## src/sv/i2c_master_transaction_sequencer_core_defines.svh

```systemverilog
// Assertion macros for the I2C master transaction sequencer core.
`ifndef I2C_MASTER_TRANSACTION_SEQUENCER_CORE_DEFINES_SVH
`define I2C_MASTER_TRANSACTION_SEQUENCER_CORE_DEFINES_SVH
`ifndef NO_ASSERTIONS
`define I2CSEQ_ASSERT(label, clk, rst, prop) \
   label: assert property (@(posedge clk) disable iff (rst) prop) \
      else $error("i2cseq assertion failed");
`define I2CSEQ_ASSERT_NORST(label, clk, prop) \
   label: assert property (@(posedge clk) prop) \
      else $error("i2cseq assertion failed");
`else
`define I2CSEQ_ASSERT(label, clk, rst, prop)
`define I2CSEQ_ASSERT_NORST(label, clk, prop)
`endif
`endif

```

## src/sv/i2cseq_pkg.sv

```systemverilog
// Types, codes and constants shared by the I2C master transaction sequencer.
package i2cseq_pkg;

   localparam int COUNT_WIDTH_DEFAULT = 16;

   localparam logic FUNC_START = 1'b0;
   localparam logic FUNC_EVENT = 1'b1;

   localparam logic [1:0] OP_SEND_BYTE = 2'd0;
   localparam logic [1:0] OP_RECV_BYTE = 2'd1;
   localparam logic [1:0] OP_READ_N    = 2'd2;
   localparam logic [1:0] OP_WRITE_N   = 2'd3;

   localparam logic [1:0] KIND_NONE      = 2'd0;
   localparam logic [1:0] KIND_ONE_BYTE  = 2'd1;
   localparam logic [1:0] KIND_TWO_BYTE  = 2'd2;
   localparam logic [1:0] KIND_EIGHT_X   = 2'd3;

   localparam logic [1:0] PHASE_NONE  = 2'd0;
   localparam logic [1:0] PHASE_READ  = 2'd1;
   localparam logic [1:0] PHASE_WRITE = 2'd2;

   localparam logic [1:0] END_BUSY     = 2'd0;
   localparam logic [1:0] END_DONE     = 2'd1;
   localparam logic [1:0] END_ERROR    = 2'd2;
   localparam logic [1:0] END_REJECTED = 2'd3;

   localparam logic [6:0] CTRL_AA  = 7'h04;
   localparam logic [6:0] CTRL_SI  = 7'h08;
   localparam logic [6:0] CTRL_STO = 7'h10;
   localparam logic [6:0] CTRL_STA = 7'h20;
   localparam logic [6:0] CTRL_EN  = 7'h40;

   localparam logic [7:0] STATUS_MASK = 8'hF8;
   localparam logic [7:0] READ_BIT_CLEAR = 8'hFE;

   localparam logic [7:0] ST_START         = 8'h08;
   localparam logic [7:0] ST_RESTART       = 8'h10;
   localparam logic [7:0] ST_SLA_W_ACK     = 8'h18;
   localparam logic [7:0] ST_SLA_W_NACK    = 8'h20;
   localparam logic [7:0] ST_DATA_TX_ACK   = 8'h28;
   localparam logic [7:0] ST_DATA_TX_NACK  = 8'h30;
   localparam logic [7:0] ST_ARB_LOST      = 8'h38;
   localparam logic [7:0] ST_SLA_R_ACK     = 8'h40;
   localparam logic [7:0] ST_SLA_R_NACK    = 8'h48;
   localparam logic [7:0] ST_DATA_RX_ACK   = 8'h50;
   localparam logic [7:0] ST_DATA_RX_NACK  = 8'h58;

   typedef struct packed {
      logic        func;
      logic [1:0]  op;
      logic [7:0]  dev_addr;
      logic [1:0]  sub_kind;
      logic [15:0] sub_addr;
      logic [15:0] count;
      logic [7:0]  status;
      logic [7:0]  rx_data;
      logic [7:0]  tx_data;
   } req_type;

   typedef struct packed {
      logic       data_write;
      logic [7:0] data_byte;
      logic [6:0] ctrl_set;
      logic [6:0] ctrl_clear;
      logic       rx_valid;
      logic [7:0] rx_byte;
      logic       tx_taken;
      logic [1:0] end_state;
   } rsp_type;

   typedef struct packed {
      logic [7:0]  addr_byte;
      logic [15:0] subaddress;
      logic [1:0]  sub_bytes_left;
      logic [1:0]  sub_phase;
      logic [1:0]  end_flag;
   } seq_state_type;

endpackage

```

## src/sv/i2cseq_step.sv

```systemverilog
// Decision logic for one transaction: result fields and next sequencer state.
module i2cseq_step #(
   parameter int COUNT_WIDTH = i2cseq_pkg::COUNT_WIDTH_DEFAULT
) (
   input  i2cseq_pkg::req_type       item,
   input  i2cseq_pkg::seq_state_type state_cur,
   input  logic [COUNT_WIDTH-1:0]    bytes_left_cur,
   output i2cseq_pkg::rsp_type       result,
   output i2cseq_pkg::seq_state_type state_nxt,
   output logic [COUNT_WIDTH-1:0]    bytes_left_nxt
);
   import i2cseq_pkg::*;

   localparam logic [COUNT_WIDTH-1:0] CNT_ZERO = '0;
   localparam logic [COUNT_WIDTH-1:0] CNT_ONE  = COUNT_WIDTH'(1);

   logic [31:0]            count_ext;
   logic [COUNT_WIDTH-1:0] cnt;
   logic [7:0]             code;
   logic [7:0]             rbit;
   logic [COUNT_WIDTH-1:0] rx_left;

   assign count_ext = {16'b0, item.count};
   assign cnt       = count_ext[COUNT_WIDTH-1:0];
   assign code      = item.status & STATUS_MASK;
   assign rbit      = (item.op == OP_READ_N) ? 8'd1 : 8'd0;
   assign rx_left   = (bytes_left_cur != CNT_ZERO) ? bytes_left_cur - CNT_ONE : CNT_ZERO;

   always_comb begin
      result         = '0;
      state_nxt      = state_cur;
      bytes_left_nxt = bytes_left_cur;
      if (item.func == FUNC_START) begin
         if (item.op == OP_SEND_BYTE || item.op == OP_RECV_BYTE) begin
            state_nxt.addr_byte = item.dev_addr + {6'b0, item.op};
            bytes_left_nxt      = CNT_ONE;
            state_nxt.sub_phase = PHASE_NONE;
            state_nxt.end_flag  = END_BUSY;
            result.ctrl_clear   = CTRL_STA | CTRL_SI | CTRL_AA;
            result.ctrl_set     = CTRL_EN | CTRL_STA;
            result.end_state    = END_BUSY;
         end else if (cnt == CNT_ZERO || item.sub_kind == KIND_NONE) begin
            result.end_state = END_REJECTED;
         end else begin
            if (item.sub_kind == KIND_EIGHT_X) begin
               state_nxt.addr_byte = item.dev_addr + {4'b0, item.sub_addr[10:8], 1'b0} + rbit;
               state_nxt.subaddress     = {8'b0, item.sub_addr[7:0]};
               state_nxt.sub_bytes_left = 2'd1;
            end else begin
               state_nxt.addr_byte      = item.dev_addr + rbit;
               state_nxt.subaddress     = item.sub_addr;
               state_nxt.sub_bytes_left = item.sub_kind;
            end
            bytes_left_nxt      = cnt;
            state_nxt.sub_phase = (item.op == OP_READ_N) ? PHASE_READ : PHASE_WRITE;
            state_nxt.end_flag  = END_BUSY;
            result.ctrl_clear   = CTRL_STA | CTRL_SI | CTRL_AA;
            result.ctrl_set     = CTRL_EN | CTRL_STA;
            result.end_state    = END_BUSY;
         end
      end else begin
         case (code)
            ST_START: begin
               result.data_write = 1'b1;
               result.data_byte  = (state_cur.sub_phase == PHASE_READ) ?
                                   (state_cur.addr_byte & READ_BIT_CLEAR) : state_cur.addr_byte;
               result.ctrl_clear = CTRL_STA | CTRL_SI;
            end
            ST_RESTART: begin
               result.data_write = 1'b1;
               result.data_byte  = state_cur.addr_byte;
               result.ctrl_clear = CTRL_STA | CTRL_SI;
            end
            ST_SLA_W_ACK, ST_DATA_TX_ACK: begin
               if (state_cur.sub_phase == PHASE_NONE) begin
                  result.ctrl_clear = CTRL_STA | CTRL_SI;
                  if (bytes_left_cur != CNT_ZERO) begin
                     result.data_write = 1'b1;
                     result.data_byte  = item.tx_data;
                     result.tx_taken   = 1'b1;
                     bytes_left_nxt    = bytes_left_cur - CNT_ONE;
                  end else begin
                     result.ctrl_set    = CTRL_STO;
                     state_nxt.end_flag = END_DONE;
                  end
               end else if (state_cur.sub_phase == PHASE_READ ||
                            state_cur.sub_phase == PHASE_WRITE) begin
                  if (state_cur.sub_bytes_left == 2'd2) begin
                     result.data_write        = 1'b1;
                     result.data_byte         = state_cur.subaddress[15:8];
                     result.ctrl_clear        = CTRL_STA | CTRL_SI;
                     state_nxt.sub_bytes_left = 2'd1;
                  end else if (state_cur.sub_bytes_left == 2'd1) begin
                     result.data_write        = 1'b1;
                     result.data_byte         = state_cur.subaddress[7:0];
                     result.ctrl_clear        = CTRL_STA | CTRL_SI;
                     state_nxt.sub_bytes_left = 2'd0;
                     if (state_cur.sub_phase == PHASE_WRITE) begin
                        state_nxt.sub_phase = PHASE_NONE;
                     end
                  end else if (state_cur.sub_bytes_left == 2'd0 &&
                               state_cur.sub_phase == PHASE_READ) begin
                     result.ctrl_set     = CTRL_STA;
                     result.ctrl_clear   = CTRL_SI;
                     state_nxt.sub_phase = PHASE_NONE;
                  end
               end
            end
            ST_SLA_R_ACK: begin
               if (bytes_left_cur <= CNT_ONE) begin
                  result.ctrl_clear = CTRL_STA | CTRL_SI | CTRL_AA;
               end else begin
                  result.ctrl_set   = CTRL_AA;
                  result.ctrl_clear = CTRL_STA | CTRL_SI;
               end
            end
            ST_SLA_W_NACK, ST_DATA_TX_NACK, ST_ARB_LOST, ST_SLA_R_NACK: begin
               result.ctrl_clear  = CTRL_STA | CTRL_SI;
               state_nxt.end_flag = END_ERROR;
            end
            ST_DATA_RX_ACK: begin
               result.rx_valid = 1'b1;
               result.rx_byte  = item.rx_data;
               bytes_left_nxt  = rx_left;
               if (rx_left == CNT_ONE) begin
                  result.ctrl_clear = CTRL_STA | CTRL_SI | CTRL_AA;
               end else begin
                  result.ctrl_set   = CTRL_AA;
                  result.ctrl_clear = CTRL_STA | CTRL_SI;
               end
            end
            ST_DATA_RX_NACK: begin
               result.rx_valid    = 1'b1;
               result.rx_byte     = item.rx_data;
               result.ctrl_set    = CTRL_STO;
               result.ctrl_clear  = CTRL_STA | CTRL_SI;
               state_nxt.end_flag = END_DONE;
            end
            default: begin
            end
         endcase
         result.end_state = state_nxt.end_flag;
      end
   end

endmodule

```

## src/sv/i2c_master_transaction_sequencer_core.sv

```systemverilog
// A transaction accepted on req is held in the input register, passes through the decision
// stage into the result register and drives rsp from there; one transaction per cycle is
// taken while rsp is ready, with the sequencer state updated in the decision stage.
// A stalled result holds in the result register while the input register takes one more.
// Reset is synchronous and active high; it empties both stages and clears the
// sequencer state to zero (no sub-address pending, busy).
module i2c_master_transaction_sequencer_core #(
   parameter int COUNT_WIDTH = i2cseq_pkg::COUNT_WIDTH_DEFAULT
) (
   input  logic                clock,
   input  logic                reset,
   input  logic                req_valid,
   output logic                req_ready,
   input  i2cseq_pkg::req_type req_data,
   output logic                rsp_valid,
   input  logic                rsp_ready,
   output i2cseq_pkg::rsp_type rsp_data
);
   import i2cseq_pkg::*;

`include "i2c_master_transaction_sequencer_core_defines.svh"

   req_type                in_ff;
   logic                   in_valid_ff;
   logic                   in_valid_in;
   seq_state_type          state_ff;
   seq_state_type          state_in;
   logic [COUNT_WIDTH-1:0] bytes_left_ff;
   logic [COUNT_WIDTH-1:0] bytes_left_in;
   rsp_type                rsp_ff;
   rsp_type                rsp_in;
   logic                   rsp_valid_ff;
   logic                   rsp_valid_in;
   logic                   advance;
   logic                   req_take;

   assign advance   = in_valid_ff && (!rsp_valid_ff || rsp_ready);
   assign req_ready = !in_valid_ff || advance;
   assign req_take  = req_valid && req_ready;

   i2cseq_step #(
      .COUNT_WIDTH(COUNT_WIDTH)
   ) u_step (
      .item           (in_ff),
      .state_cur      (state_ff),
      .bytes_left_cur (bytes_left_ff),
      .result         (rsp_in),
      .state_nxt      (state_in),
      .bytes_left_nxt (bytes_left_in)
   );

   always_comb begin
      in_valid_in = in_valid_ff;
      if (req_take) begin
         in_valid_in = 1'b1;
      end else if (advance) begin
         in_valid_in = 1'b0;
      end
      rsp_valid_in = rsp_valid_ff;
      if (advance) begin
         rsp_valid_in = 1'b1;
      end else if (rsp_ready) begin
         rsp_valid_in = 1'b0;
      end
   end

   always_ff @(posedge clock) begin
      if (reset) begin
         in_valid_ff   <= 1'b0;
         rsp_valid_ff  <= 1'b0;
         state_ff      <= '0;
         bytes_left_ff <= '0;
      end else begin
         in_valid_ff  <= in_valid_in;
         rsp_valid_ff <= rsp_valid_in;
         if (advance) begin
            state_ff      <= state_in;
            bytes_left_ff <= bytes_left_in;
         end
      end
   end

   always_ff @(posedge clock) begin
      if (req_take) begin
         in_ff <= req_data;
      end
      if (advance) begin
         rsp_ff <= rsp_in;
      end
   end

   assign rsp_valid = rsp_valid_ff;
   assign rsp_data  = rsp_ff;

   `I2CSEQ_ASSERT_NORST(a_empty_after_reset, clock, $past(reset) |-> !rsp_valid)
   `I2CSEQ_ASSERT(a_take_fills_stage, clock, reset, req_take |=> in_valid_ff)
   `I2CSEQ_ASSERT(a_drain_no_phantom, clock, reset, rsp_valid && rsp_ready && !in_valid_ff |=> !rsp_valid)
   `I2CSEQ_ASSERT(a_tx_needs_write, clock, reset, rsp_valid && rsp_data.tx_taken |-> rsp_data.data_write && !rsp_data.rx_valid)

endmodule

```

## config.mk

```make
export PLATFORM = sky130hd
export DESIGN_NAME = i2c_master_transaction_sequencer_core
export DESIGN_NICKNAME = d
export VERILOG_FILES = /design/src/sv/i2cseq_pkg.sv /design/src/sv/i2cseq_step.sv /design/src/sv/i2c_master_transaction_sequencer_core.sv
export VERILOG_INCLUDE_DIRS = /design/src /design/src/sv
export SDC_FILE = /design/constraint.sdc
export NUM_CORES = 1
export LEC_CHECK = 0
export BUFFER_PORTS_ARGS = -buffer_cell sky130_fd_sc_hd__buf_2
export CAP_MARGIN = 40
export CORE_AREA = 8 8 159 161
export CTS_CLUSTER_DIAMETER = 80
export CTS_CLUSTER_SIZE = 25
export DETAILED_ROUTE_END_ITERATION = 10
export DIE_AREA = 0 0 167 169
export SLEW_MARGIN = 20
export SYNTH_ARGS = -nofsm -noshare
export SYNTH_HDL_FRONTEND = slang
export SYNTH_SLANG_ARGS = --single-unit
```

## constraint.sdc

```tcl
create_clock -name clock -period 5.97 [get_ports clock]
set_input_delay 1.194 -clock clock [delete_from_list [all_inputs] [get_ports clock]]
set_output_delay 1.194 -clock clock [all_outputs]
set_load 0.05 [all_outputs]
```

==> qor.json <==
{
  "core_area_mm2": 0.0229,
  "yosys.cell_types.count": 73,
  "final.setup_skew_ns": 0.0144,
  "yosys_warnings": 0,
  "synthesis.area_mm2": 0.00693,
  "place_congestion": 0.838,
  "floorplan.die.height_um": 169,
  "min_period_ns": 3.05,
  "worst_skew_pair.late_latency_ns": 0.43,
  "grt_first_pass_wirelength_mm": 27.9,
  "worstPathMaxFanout": 17,
  "asyncSetResetFlopFracSynth_pct": 0,
  "number_of_antenna_violations_at_the_first_check_in_global_routing": 0,
  "die_x_um": 167,
  "timing_worst_slew_pin_value_ns": 0.864,
  "route.vias.total": 5241,
  "drt_first_pass_iters": 5,
  "post_cts_resized": 0,
  "clkSlewWorstSetupHoldPaths_ns": 0.07,
  "port_buffers": 99,
  "r2r_slack_ns": 2.92,
  "setup_viol": 0,
  "tns_ns": 0,
  "final_net_count": 808,
  "r2r_end": "bytes_left_ff[0]",
  "final_cell_count_no_fill": 1020,
  "layout-drive-gt1-share_pct": 24.2,
  "ff2ff_path_depth": 6,
  "synthesis.area_per_instance_um2": 11.1,
  "layout.cell_area.non_filler_mm2": 0.00836,
  "areaGrowthSynthToFinish_pct": 20.7,
  "hp-class": "flop to flop",
  "yosys.area.top_type_share_pct": 40.7,
  "wl_per_cell_um": 17.5,
  "p_per_area_mw_per_mm2": 310,
  "number_of_global_route_vias_before_repair": 5156,
  "share_of_the_cycle_needed_by_the_critical_path_after_routing_pct": 51.1,
  "run_status": "finished clean",
  "critical_path.reg2reg.startpoint": "in_ff[26]",
  "worstSetupStartpointType": "flop",
  "grt_max_degree": 67,
  "post_drt_via_cell_ratio": 5.14,
  "report.final.slew_viol_count": 0,
  "cts.path.max_buffers": 2,
  "cts_setup_buffers": 0,
  "cts_tree": "done",
  "final_antenna_net_count": 0,
  "worst_slew_margin_rel_pct": 41.9,
  "final-hold-violation-count": 0,
  "synth_cells": 624,
  "most_numerous_cell_types_in_the_synthesized_netlist": "sky130_fd_sc_hd__edfxtp_1, sky130_fd_sc_hd__nand2_1, sky130_fd_sc_hd__dfxtp_1",
  "grt_setup_unrepaired": "no",
  "n_antenna_cell": 0,
  "iter_0_drt_violations": 447,
  "leakagePower_nw": 3.08,
  "dp_hpwl_mm": 12.7,
  "path_class": "flop to flop",
  "ys.flop_type": "sky130_fd_sc_hd__edfxtp_1",
  "critPathCapture": "bytes_left_ff[0]",
  "total_power_mw": 2.60,
  "die-area_mm2": 0.0282,
  "placedCellCount": 987,
  "cts_buffers": 17,
  "cap_violations": 0,
  "timing.critical_path.arrival_ns": 3.32,
  "synth_top_area_cell": "sky130_fd_sc_hd__edfxtp_1",
  "overflow": 0,
  "drcViolationCount": 0,
  "endpoint_kind": "flop",
  "ys_ff_latch": 142,
  "crit_path_start": "in_ff[26]",
  "cts_max_level": 4,
  "starting_utilization_of_the_core_area_pct": 30.2,
  "netlist_top_cells_area": "sky130_fd_sc_hd__edfxtp_1, sky130_fd_sc_hd__dfxtp_1, sky130_fd_sc_hd__nand2_1",
  "hold_buffers": 0,
  "fmax_mhz": 328,
  "detail_route.wirelength_mm": 17.8,
  "clkSinkCount": 142,
  "post_synth_edffs": 94,
  "proportion_of_synthesized_chip_area_in_sequential_cells_pct": 54.6,
  "global_route.usage.total_pct": 12.4,
  "floorplan.rows": 56,
  "clockRootBuffer": "sky130_fd_sc_hd__clkbuf_16",
  "whs_ns": 0.454,
  "top_level_ports": 110,
  "max-vdd-ir-drop_mv": 0.189,
  "crit_required_ns": 6.24,
  "synth_most_common_cell": "sky130_fd_sc_hd__edfxtp_1",
  "post_dp_cell_area_mm2": 0.00771
}
registers in the layout (all words and copies together) (netlist names):
register       flops
rsp_data          28
state_ff          30
in_ff             66
bytes_left_ff     16
rsp_valid          1
in_valid_ff        1
how the worst min path moves through the flow:
stage,startpoint,endpoint,slack (ns),cells past startpoint
final,state_ff[8],state_ff[8],0.45,2
after CTS,state_ff[8],state_ff[8],0.45,2
after global placement,state_ff[14],state_ff[14],0.44,2
after floorplan,state_ff[15],state_ff[15],0.43,2
after detailed placement,state_ff[8],state_ff[8],0.44,2
after global routing,state_ff[18],state_ff[18],0.47,2
final cells by class:
| type | instances | area, um2 |
|---|---|---|
| multi-input cells | 426 | 2880 |
| inverters | 20 | 75.1 |
| fillers | 2244 | 14500 |
| well taps | 290 | 363 |
| clock buffers | 18 | 450 |
| repair buffers | 110 | 626 |
| clock inverters | 14 | 183 |
| flip-flops and latches | 142 | 3780 |
kinds of logic (layout without fill, tap and decap cells):
family          count (synthesis)  in the layout  share of synthesized area (%)
simple gates                  212            212                           15.3
compound gates                169            169                           19.6
flops                         142            142                           54.6
buf+inv                        62            162                           4.21
fa+ha+maj                      18             18                           3.47
xor+xnor                       12             12                           1.52
mux                             8              8                           1.21
other cells                     1              7                         0.0541
per-layer routing:
layer / GRT usage, % / vias to the layer above / wire, um
met5: 0 / - / 0
met4: 4.00 / 0 / 299
met3: 3.40 / 20 / 783
met2: 20.0 / 143 / 8570
met1: 15.8 / 2517 / 8150
li1: - / 2561 / -
power breakdown:
group	internal, mW	total [mW]	switching, mW
clock	0.665	1.14	0.475
combinational	0.109	0.320	0.211
sequential	1.10	1.14	0.0370
worst max-delay path, stage by stage (launching register included):
cell and delay [ns]:
sky130_fd_sc_hd__edfxtp_1 0.43, sky130_fd_sc_hd__nor4_1 0.75, sky130_fd_sc_hd__a41oi_1 0.48, sky130_fd_sc_hd__o21ai_1 0.45
sky130_fd_sc_hd__buf_4 0.35, sky130_fd_sc_hd__a21o_4 0.29, sky130_fd_sc_hd__a221oi_1 0.14
metrics by stage:
step | util [%] | worst slack (ns)
6_report | 36.5 | 2.92
3_3_place_gp | 33.4 | 2.62
4_1_cts | 36.4 | 2.93
5_1_grt | 36.5 | 2.85
3_5_place_dp | 33.7 | 2.82
2_1_floorplan | - | 2.29
placed cells by master, fill, tap and decap left out, drive strengths merged, types with 7 or more instances in the layout:
cell type  instances
buf              110
edfxtp            94
nand2             67
dfxtp             48
nor2              41
a21oi             37
inv               29
nand3             23
o21ai             22
clkbuf            18
a221oi            18
ha                16
o32ai             15
and2              14
nor3              11
xnor2             10
a32oi              8
a31oi              8
nand2b             8
a22oi              7
and3               7
nor2b              7
conb               7
nor3b              7
nor4               7
No activity file was read; power rests on OpenSTA's default activity.
